`src/hw/rtl/sbus_frame_receiver_macros.svh`:
```
// Assertion macros shared by the frame receiver RTL.
`ifndef SBUS_FRAME_RECEIVER_MACROS_SVH
`define SBUS_FRAME_RECEIVER_MACROS_SVH
`ifndef NO_ASSERTIONS
// Condition that must hold at every clock edge outside reset.
`define SBUS_ASSERT_ALWAYS(lbl, clk, rst_n, cond) \
  lbl: assert property (@(posedge clk) disable iff (!rst_n) (cond)) \
    else $error("sbus assertion failed");
// Consequence that must hold in the cycle after the trigger.
`define SBUS_ASSERT_NEXT(lbl, clk, rst_n, trig, cons) \
  lbl: assert property (@(posedge clk) disable iff (!rst_n) (trig) |=> (cons)) \
    else $error("sbus assertion failed");
`else
`define SBUS_ASSERT_ALWAYS(lbl, clk, rst_n, cond)
`define SBUS_ASSERT_NEXT(lbl, clk, rst_n, trig, cons)
`endif
`endif

```
`src/hw/rtl/sbus_pkg.sv`:
```
// Shared constants and types of the frame receiver.
`timescale 1ns / 1ps
`default_nettype none
package sbus_pkg;

  localparam int FRAME_BYTES_DEF = 25;
  localparam int POS_W           = $clog2(FRAME_BYTES_DEF);
  localparam int QUEUE_DEPTH     = 2;
  localparam int NUM_CHANNELS    = 8;
  localparam int CHAN_W          = 11;
  localparam int PAYLOAD_BYTES   = 11;

  localparam logic [7:0] START_BYTE       = 8'h0f;
  localparam logic [7:0] END_MARK_INVALID = 8'hff;
  localparam logic [7:0] END_BYTE_OK      = 8'h00;

  // What the back end does with one item
  typedef enum logic [1:0] {
    OP_DROP  = 2'd0,
    OP_WRITE = 2'd1,
    OP_START = 2'd2
  } op_t;

  typedef struct packed {
    op_t              op;
    logic [POS_W-1:0] addr;
    logic [7:0]       data;
  } cmd_t;

endpackage
`default_nettype wire

```
`src/hw/rtl/sbus_front.sv`:
```
// Front end: tracks the write position and classifies each received byte.
`timescale 1ns / 1ps
`default_nettype none
module sbus_front import sbus_pkg::*; #(
  parameter int FRAME_BYTES = FRAME_BYTES_DEF
) (
  input  wire logic       clk,
  input  wire logic       rst_n,
  input  wire logic       accept,
  input  wire logic [7:0] rx_byte,
  output cmd_t            cmd
);

  localparam logic [POS_W-1:0] LAST_POS = POS_W'(FRAME_BYTES - 1);

  logic [POS_W-1:0] pos_r;
  logic [POS_W-1:0] pos_nxt;

  // Start byte restarts, other bytes advance until the end byte, then drop
  always_comb begin
    cmd.data = rx_byte;
    cmd.addr = pos_r + 1'b1;
    pos_nxt  = pos_r;
    if (rx_byte == START_BYTE) begin
      cmd.op  = OP_START;
      cmd.addr = '0;
      pos_nxt = '0;
    end else if (pos_r < LAST_POS) begin
      cmd.op  = OP_WRITE;
      pos_nxt = pos_r + 1'b1;
    end else begin
      cmd.op  = OP_DROP;
    end
  end

  always_ff @(posedge clk) begin
    if (!rst_n) begin
      pos_r <= '0;
    end else if (accept) begin
      pos_r <= pos_nxt;
    end
  end

endmodule
`default_nettype wire

```
`src/hw/rtl/sbus_cmd_queue.sv`:
```
// Short queue of classified items between front and back end.
`timescale 1ns / 1ps
`default_nettype none
`include "sbus_frame_receiver_macros.svh"
module sbus_cmd_queue import sbus_pkg::*; #(
  parameter int DEPTH = QUEUE_DEPTH
) (
  input  wire logic clk,
  input  wire logic rst_n,
  input  wire logic push,
  input  wire cmd_t push_cmd,
  output logic      full,
  input  wire logic pop,
  output logic      head_valid,
  output cmd_t      head_cmd
);

  localparam int PTR_W = (DEPTH > 1) ? $clog2(DEPTH) : 1;
  localparam int CNT_W = $clog2(DEPTH + 1);
  localparam logic [PTR_W-1:0] LAST_PTR = PTR_W'(DEPTH - 1);

  cmd_t             mem_r [DEPTH];
  logic [PTR_W-1:0] wr_ptr_r;
  logic [PTR_W-1:0] rd_ptr_r;
  logic [CNT_W-1:0] count_r;
  logic [CNT_W-1:0] count_nxt;

  assign full       = (count_r == CNT_W'(DEPTH));
  assign head_valid = (count_r != '0);
  assign head_cmd   = mem_r[rd_ptr_r];

  always_comb begin
    case ({push, pop})
      2'b10:   count_nxt = count_r + 1'b1;
      2'b01:   count_nxt = count_r - 1'b1;
      default: count_nxt = count_r;
    endcase
  end

  // Storage needs no reset
  always_ff @(posedge clk) begin
    if (push) begin
      mem_r[wr_ptr_r] <= push_cmd;
    end
  end

  always_ff @(posedge clk) begin
    if (!rst_n) begin
      wr_ptr_r <= '0;
      rd_ptr_r <= '0;
      count_r  <= '0;
    end else begin
      if (push) begin
        wr_ptr_r <= (wr_ptr_r == LAST_PTR) ? '0 : wr_ptr_r + 1'b1;
      end
      if (pop) begin
        rd_ptr_r <= (rd_ptr_r == LAST_PTR) ? '0 : rd_ptr_r + 1'b1;
      end
      count_r <= count_nxt;
    end
  end

  `SBUS_ASSERT_ALWAYS(a_no_overflow, clk, rst_n, !(push && full && !pop))
  `SBUS_ASSERT_ALWAYS(a_no_underflow, clk, rst_n, !(pop && !head_valid))
  `SBUS_ASSERT_ALWAYS(a_count_bound, clk, rst_n, count_r <= CNT_W'(DEPTH))

endmodule
`default_nettype wire

```
`src/hw/rtl/sbus_back.sv`:
```
// Back end: frame store update, channel unpack and output register.
`timescale 1ns / 1ps
`default_nettype none
`include "sbus_frame_receiver_macros.svh"
module sbus_back import sbus_pkg::*; #(
  parameter int FRAME_BYTES = FRAME_BYTES_DEF
) (
  input  wire logic    clk,
  input  wire logic    rst_n,
  input  wire logic    head_valid,
  input  wire cmd_t    head_cmd,
  output logic         pop,
  output logic         out_valid,
  input  wire logic    out_stall,
  output logic         out_frame_valid,
  output logic [CHAN_W-1:0] out_chan [NUM_CHANNELS]
);

  logic [7:0] store_r   [FRAME_BYTES];
  logic [7:0] store_nxt [FRAME_BYTES];
  logic [8*PAYLOAD_BYTES-1:0] payload;
  logic       out_valid_r;
  logic       frame_valid_r;
  logic       frame_valid_nxt;
  logic [CHAN_W-1:0] chan_r [NUM_CHANNELS];

  // Take the next item when the output slot is empty or being emptied
  assign pop = head_valid && (!out_valid_r || !out_stall);

  // Store after this item
  always_comb begin
    store_nxt = store_r;
    case (head_cmd.op)
      OP_START: begin
        store_nxt[0]             = START_BYTE;
        store_nxt[FRAME_BYTES-1] = END_MARK_INVALID;
      end
      OP_WRITE: begin
        store_nxt[head_cmd.addr] = head_cmd.data;
      end
      default: begin
      end
    endcase
  end

  // Little-endian payload from bytes 1 onward
  always_comb begin
    for (int i = 0; i < PAYLOAD_BYTES; i++) begin
      payload[8*i +: 8] = store_nxt[i + 1];
    end
  end

  assign frame_valid_nxt = (store_nxt[0] == START_BYTE) &&
                           (store_nxt[FRAME_BYTES-1] == END_BYTE_OK);

  always_ff @(posedge clk) begin
    if (!rst_n) begin
      out_valid_r <= 1'b0;
      for (int i = 0; i < FRAME_BYTES; i++) begin
        store_r[i] <= '0;
      end
    end else begin
      if (pop) begin
        out_valid_r <= 1'b1;
        store_r     <= store_nxt;
      end else if (!out_stall) begin
        out_valid_r <= 1'b0;
      end
    end
  end

  // Result payload, loaded with the store
  always_ff @(posedge clk) begin
    if (pop) begin
      frame_valid_r <= frame_valid_nxt;
      for (int k = 0; k < NUM_CHANNELS; k++) begin
        chan_r[k] <= payload[k*CHAN_W +: CHAN_W];
      end
    end
  end

  assign out_valid       = out_valid_r;
  assign out_frame_valid = frame_valid_r;
  assign out_chan        = chan_r;

  `SBUS_ASSERT_NEXT(a_pop_fills_slot, clk, rst_n, pop, out_valid_r)
  `SBUS_ASSERT_NEXT(a_start_marks_end, clk, rst_n, pop && (head_cmd.op == OP_START),
    (store_r[0] == START_BYTE) && (store_r[FRAME_BYTES-1] == END_MARK_INVALID))
  `SBUS_ASSERT_ALWAYS(a_flag_matches_store, clk, rst_n, !out_valid_r ||
    (frame_valid_r == ((store_r[0] == START_BYTE) &&
    (store_r[FRAME_BYTES-1] == END_BYTE_OK))))

endmodule
`default_nettype wire

```
`src/hw/rtl/sbus_frame_receiver.sv`:
```
// Serial frame receiver: byte in, frame flag and eight channels out.
//
// Input channel: in_valid / in_stall carry one received byte per item
// (in_rx_byte). Output channel: out_valid / out_stall carry one result per
// byte: out_frame_valid and the eight 11-bit channels out_channel_0..7,
// taken from the frame store after that byte was written.
// Throughput: one byte per cycle while in_stall is low. A result passes
// through the item queue between the classifying front end and the back
// end, then through the output register, before it is offered on out_valid.
// A start byte 0x0f restarts the frame at byte 0; other bytes fill bytes
// 1 to 24 in turn and are dropped once byte 24 is written.
// Reset (rst_n low, synchronous) clears the frame store to zeros, the
// write position to 0, the queue and out_valid (not the result data).
// When the receiver stalls, the result holds; the queue keeps taking
// bytes until it is full, then in_stall rises until the output drains.
`timescale 1ns / 1ps
`default_nettype none
module sbus_frame_receiver import sbus_pkg::*; #(
  parameter int FRAME_BYTES = FRAME_BYTES_DEF,
  parameter int Q_DEPTH     = QUEUE_DEPTH
) (
  input  wire logic              clk,
  input  wire logic              rst_n,
  input  wire logic              in_valid,
  output logic                   in_stall,
  input  wire logic [7:0]        in_rx_byte,
  output logic                   out_valid,
  input  wire logic              out_stall,
  output logic                   out_frame_valid,
  output logic [CHAN_W-1:0]      out_channel_0,
  output logic [CHAN_W-1:0]      out_channel_1,
  output logic [CHAN_W-1:0]      out_channel_2,
  output logic [CHAN_W-1:0]      out_channel_3,
  output logic [CHAN_W-1:0]      out_channel_4,
  output logic [CHAN_W-1:0]      out_channel_5,
  output logic [CHAN_W-1:0]      out_channel_6,
  output logic [CHAN_W-1:0]      out_channel_7
);

  logic accept;
  logic q_full;
  logic q_pop;
  logic head_valid;
  cmd_t front_cmd;
  cmd_t head_cmd;
  logic [CHAN_W-1:0] chan [NUM_CHANNELS];

  assign in_stall = q_full;
  assign accept   = in_valid && !q_full;

  sbus_front #(.FRAME_BYTES(FRAME_BYTES)) u_front (
    .clk     (clk),
    .rst_n   (rst_n),
    .accept  (accept),
    .rx_byte (in_rx_byte),
    .cmd     (front_cmd)
  );

  sbus_cmd_queue #(.DEPTH(Q_DEPTH)) u_queue (
    .clk        (clk),
    .rst_n      (rst_n),
    .push       (accept),
    .push_cmd   (front_cmd),
    .full       (q_full),
    .pop        (q_pop),
    .head_valid (head_valid),
    .head_cmd   (head_cmd)
  );

  sbus_back #(.FRAME_BYTES(FRAME_BYTES)) u_back (
    .clk             (clk),
    .rst_n           (rst_n),
    .head_valid      (head_valid),
    .head_cmd        (head_cmd),
    .pop             (q_pop),
    .out_valid       (out_valid),
    .out_stall       (out_stall),
    .out_frame_valid (out_frame_valid),
    .out_chan        (chan)
  );

  assign out_channel_0 = chan[0];
  assign out_channel_1 = chan[1];
  assign out_channel_2 = chan[2];
  assign out_channel_3 = chan[3];
  assign out_channel_4 = chan[4];
  assign out_channel_5 = chan[5];
  assign out_channel_6 = chan[6];
  assign out_channel_7 = chan[7];

endmodule
`default_nettype wire
```
`config.mk`:
```
export PLATFORM = sky130hd
export DESIGN_NAME = sbus_frame_receiver
export DESIGN_NICKNAME = d
export VERILOG_FILES = /design/src/hw/rtl/sbus_pkg.sv /design/src/hw/rtl/sbus_front.sv /design/src/hw/rtl/sbus_cmd_queue.sv /design/src/hw/rtl/sbus_back.sv /design/src/hw/rtl/sbus_frame_receiver.sv
export VERILOG_INCLUDE_DIRS = /design/src /design/src/hw/rtl
export SDC_FILE = /design/constraint.sdc
export NUM_CORES = 1
export LEC_CHECK = 0
export BUFFER_PORTS_ARGS = -buffer_cell sky130_fd_sc_hd__buf_2
export CORE_AREA = 2 2 129 131
export CTS_BUF_LIST = sky130_fd_sc_hd__clkbuf_4 sky130_fd_sc_hd__clkbuf_8
export DETAILED_ROUTE_END_ITERATION = 8
export DIE_AREA = 0 0 131 133
export PLACE_DENSITY = 0.8
export SETUP_SLACK_MARGIN = 0.5
export SYNTH_ARGS = -nofsm -noshare
export SYNTH_HDL_FRONTEND = slang
export SYNTH_SLANG_ARGS = --single-unit
```
`constraint.sdc`:
```
create_clock -name clk -period 8.65 [get_ports clk]
set_clock_uncertainty 0.05 [all_clocks]
set_input_delay 0 -clock clk [delete_from_list [all_inputs] [get_ports clk]]
set_output_delay 0 -clock clk [all_outputs]
set_load 0.02 [all_outputs]
```
==> flow_metrics.tcl <==
set metrics [dict create \
    status "finished, final reports clean" \
    tightest_slew_ns 0.8981 \
    layout-drive-gt1-share_pct 24.11 \
    vias_per_cell 5.485 \
    criticalPathCategory "reg2reg" \
    fmax_mhz 309.7 \
    dieArea_mm2 0.01742 \
    cts.clk_slew.worst_paths_ns 0.06 \
    areaGrowthSynthToFinish_pct 15.31 \
    grt_first_pass_wirelength_mm 31.11 \
    layout_common_cells "nor2_1, edfxtp_1, dfxtp_1" \
    synth.area.top_cells "edfxtp_1, dfxtp_1, a211oi_1" \
    syn_inst 843 \
    worst_ep_required_time_ns 9.06 \
    overflow 0 \
    clock_path_buffers 3 \
    cts_setup_buffers 0 \
    synth_area_mm2 0.009504 \
    dp_slack_ns 5.407 \
    wirelength_mm 19.57 \
    yosys_register_bits 234 \
    ys_async_sr_fraction_pct 0 \
    share_seq_of_total_power_pct 43.5 \
    cts_tree "yes" \
    insertion_delay_ns 0.53 \
    portBuffers 102 \
    critPathMaxFanout 60 \
    final_nets 967 \
    critPathArrivalTime_ns 3.64 \
    die_w_um 131 \
    finalCritPeriodShare_pct 37.33 \
    final_max_slew_viol_count 0 \
    synth.distinct_cells 61 \
    vias 6577 \
    switchingPower_mw 1.309 \
    grt_pass1_vias 6108 \
    synth_area_per_cell_um2 11.27 \
    place_congestion 0.8328 \
    antenna_left 0 \
    ys_warn_count 0 \
    dpl.hpwl_mm 11.53 \
    synth_enable_flop_cells 119 \
    synth_top_area_cell "edfxtp_1" \
    fin_ws_ns 5.421 \
    tns_ns 0 \
    final_common_cell "nor2_1" \
    timing_hold_violations_final 0 \
    grt_antenna_before_repair 0 \
    grt_max_degree 61 \
    regArea_mm2 0.005876 \
    power_density_mw_per_mm2 328.4 \
    min_period_ns 3.229 \
    post_dp_cell_area_mm2 0.01012 \
    fin_area_mm2 0.01096 \
    ys_seq_area_share_pct 61.82 \
    slew_headroom_pct 40.00 \
    pwr-share-clk_pct 25.0 \
    cts_sinks 234 \
    num_io_pins 103 \
    p_leak_nw 3.936 \
    yosysTopAreaCellShare_pct 37.60 \
    row_count 47 \
    rsz0062_at_grt "false" \
    ir_drop_uv 200.2 \
    end_kind "register" \
    multi_input_area_mm2 0.003329 \
    drc_errors 0 \
    clockRootBuffer "clkbuf_8" \
    p_sw_share_pct 36.36 \
    start_util_pct 58.77 \
    startpoint_type "register" \
    cts_buffers 37 \
    setup_viol 0 \
    combPwrFrac_pct 31.5 \
    avgRoutedWirePerCell_um 16.32 \
    core-area_mm2 0.01617 \
    h-tree-depth 2 \
    drt_pre_antenna_iters 5 \
    hold_path.class "in2reg" \
    antenna_cells 0 \
    die_h_um 133 \
    fill_cells 1179 \
    postSynth.topFlopCell "edfxtp_1" \
    p_int_mw 2.291 \
    drt_iter0_drc 713 \
    grtUsageTotal_pct 22.85 \
    synth_nets 859 \
    drv_cap 0 \
    ff2ff_setup_slack_ns 5.42 \
]
-- cell usage after synthesis (3+ instances only) --
library cell and n:
nor3_1 13, nand2_1 52, buf_4 8, a22oi_1 3
a21oi_1 58, nor3b_2 4, nor2_2 6, a21o_1 3
edfxtp_1 119, xor2_1 3, nor2_4 5, o221ai_2 6
xnor2_1 4, a211oi_2 5, nand2b_1 3, inv_1 5
dfxtp_1 115, ha_1 4, a211oi_1 86, o2bb2ai_1 5
clkbuf_1 29, nor2_1 164, and3b_1 4, mux2i_1 16
nor4_1 3, mux2_2 5, buf_6 4, nor3_4 6
o21ai_0 46, buf_1 3, o21ai_2 4, buf_2 14
-- worst paths after layout --
kind,start,end,cells past startpoint
worst max-delay path,u_queue.count_r[0]$_SDFFE_PN0P_,u_queue.count_r[1]$_SDFFE_PN0P_,7
worst min-delay path,in_rx_byte[4],u_queue.mem_r[1][4]$_DFFE_PP_,2
worst max register to register,u_queue.count_r[0]$_SDFFE_PN0P_,u_queue.count_r[1]$_SDFFE_PN0P_,7
worst min register to register,u_back.store_r[0]$_SDFFE_PN0P_,u_back.store_r[0]$_SDFFE_PN0P_,2
-- layer usage --
layer  wire length [um]  GRT usage (%)  up-vias
met4                297          6.442        0
li1                   -              -     3290
met1               8866          31.61     3060
met3               1096          5.257       25
met2               9313          36.30      202
met5                  0              0        -
-- critical path: stages, from the launching register on --
cell and delay (ns):
dfxtp_1 0.38, o21ai_4 0.14, buf_4 0.39, clkinv_2 0.64, buf_4 0.60, ha_1 0.43
or3_1 0.35, a21oi_1 0.14
-- cell families after synthesis --
| logic type | after synthesis | share of synthesized area [%] |
|---|---|---|
| and+or+nand+nor | 279 | 14.24 |
| adders and majority gates | 4 | 0.5266 |
| muxes | 24 | 2.817 |
| DFF | 234 | 61.82 |
| xor gates and xnor gates | 7 | 0.6451 |
| buffers and inverters | 65 | 3.383 |
| AOI/OAI and AO/OA | 230 | 16.56 |
-- per-stage QoR --
stage               hold slack [ns]  cells  utilization [%]  total power, mW
detailed placement           0.1557   1120            62.56            2.715
CTS                          0.1431   1199            67.77            3.616
global route                 0.1571   1199            67.77            3.773
global placement             0.1482   1120            62.56            2.693
finish                       0.1674   1199            67.77            3.599
floorplan                   0.04887    843                -            2.365
-- layout make-up --
type	instances	share of cell area (%)
clock buffer	57	6.188
sequential	234	53.61
tap	220	2.512
timing repair buffer	127	6.645
multi-input combinational	544	30.38
clock inverter	10	0.3996
inverter	7	0.2626
-- what timing repair did --
item                      CTS  global route
gates resized for setup     0             0
hold buffers               12             0
hold endpoints to repair   29             0
-- power groups by stage --
stage / registers (mW) / clock network, mW / logic [mW]
floorplan: 1.80 / 0 / 0.564
global placement: 1.58 / 0 / 1.11
detailed placement: 1.59 / 0 / 1.12
CTS: 1.57 / 0.915 / 1.13
global route: 1.59 / 0.961 / 1.22
finish: 1.56 / 0.901 / 1.13
-- flip-flops by register name, summed over array words and instances, names as in the netlist, named ones only --
signal / count
u_back.out_chan: 88
u_back.out_frame_valid: 1
u_back.out_valid: 1
u_back.store_r: 104
u_front.pos_r: 5
u_queue.count_r: 2
u_queue.mem_r: 30
u_queue.rd_ptr_r: 1
u_queue.wr_ptr_r: 1
Power figures use the tool's default switching activity.
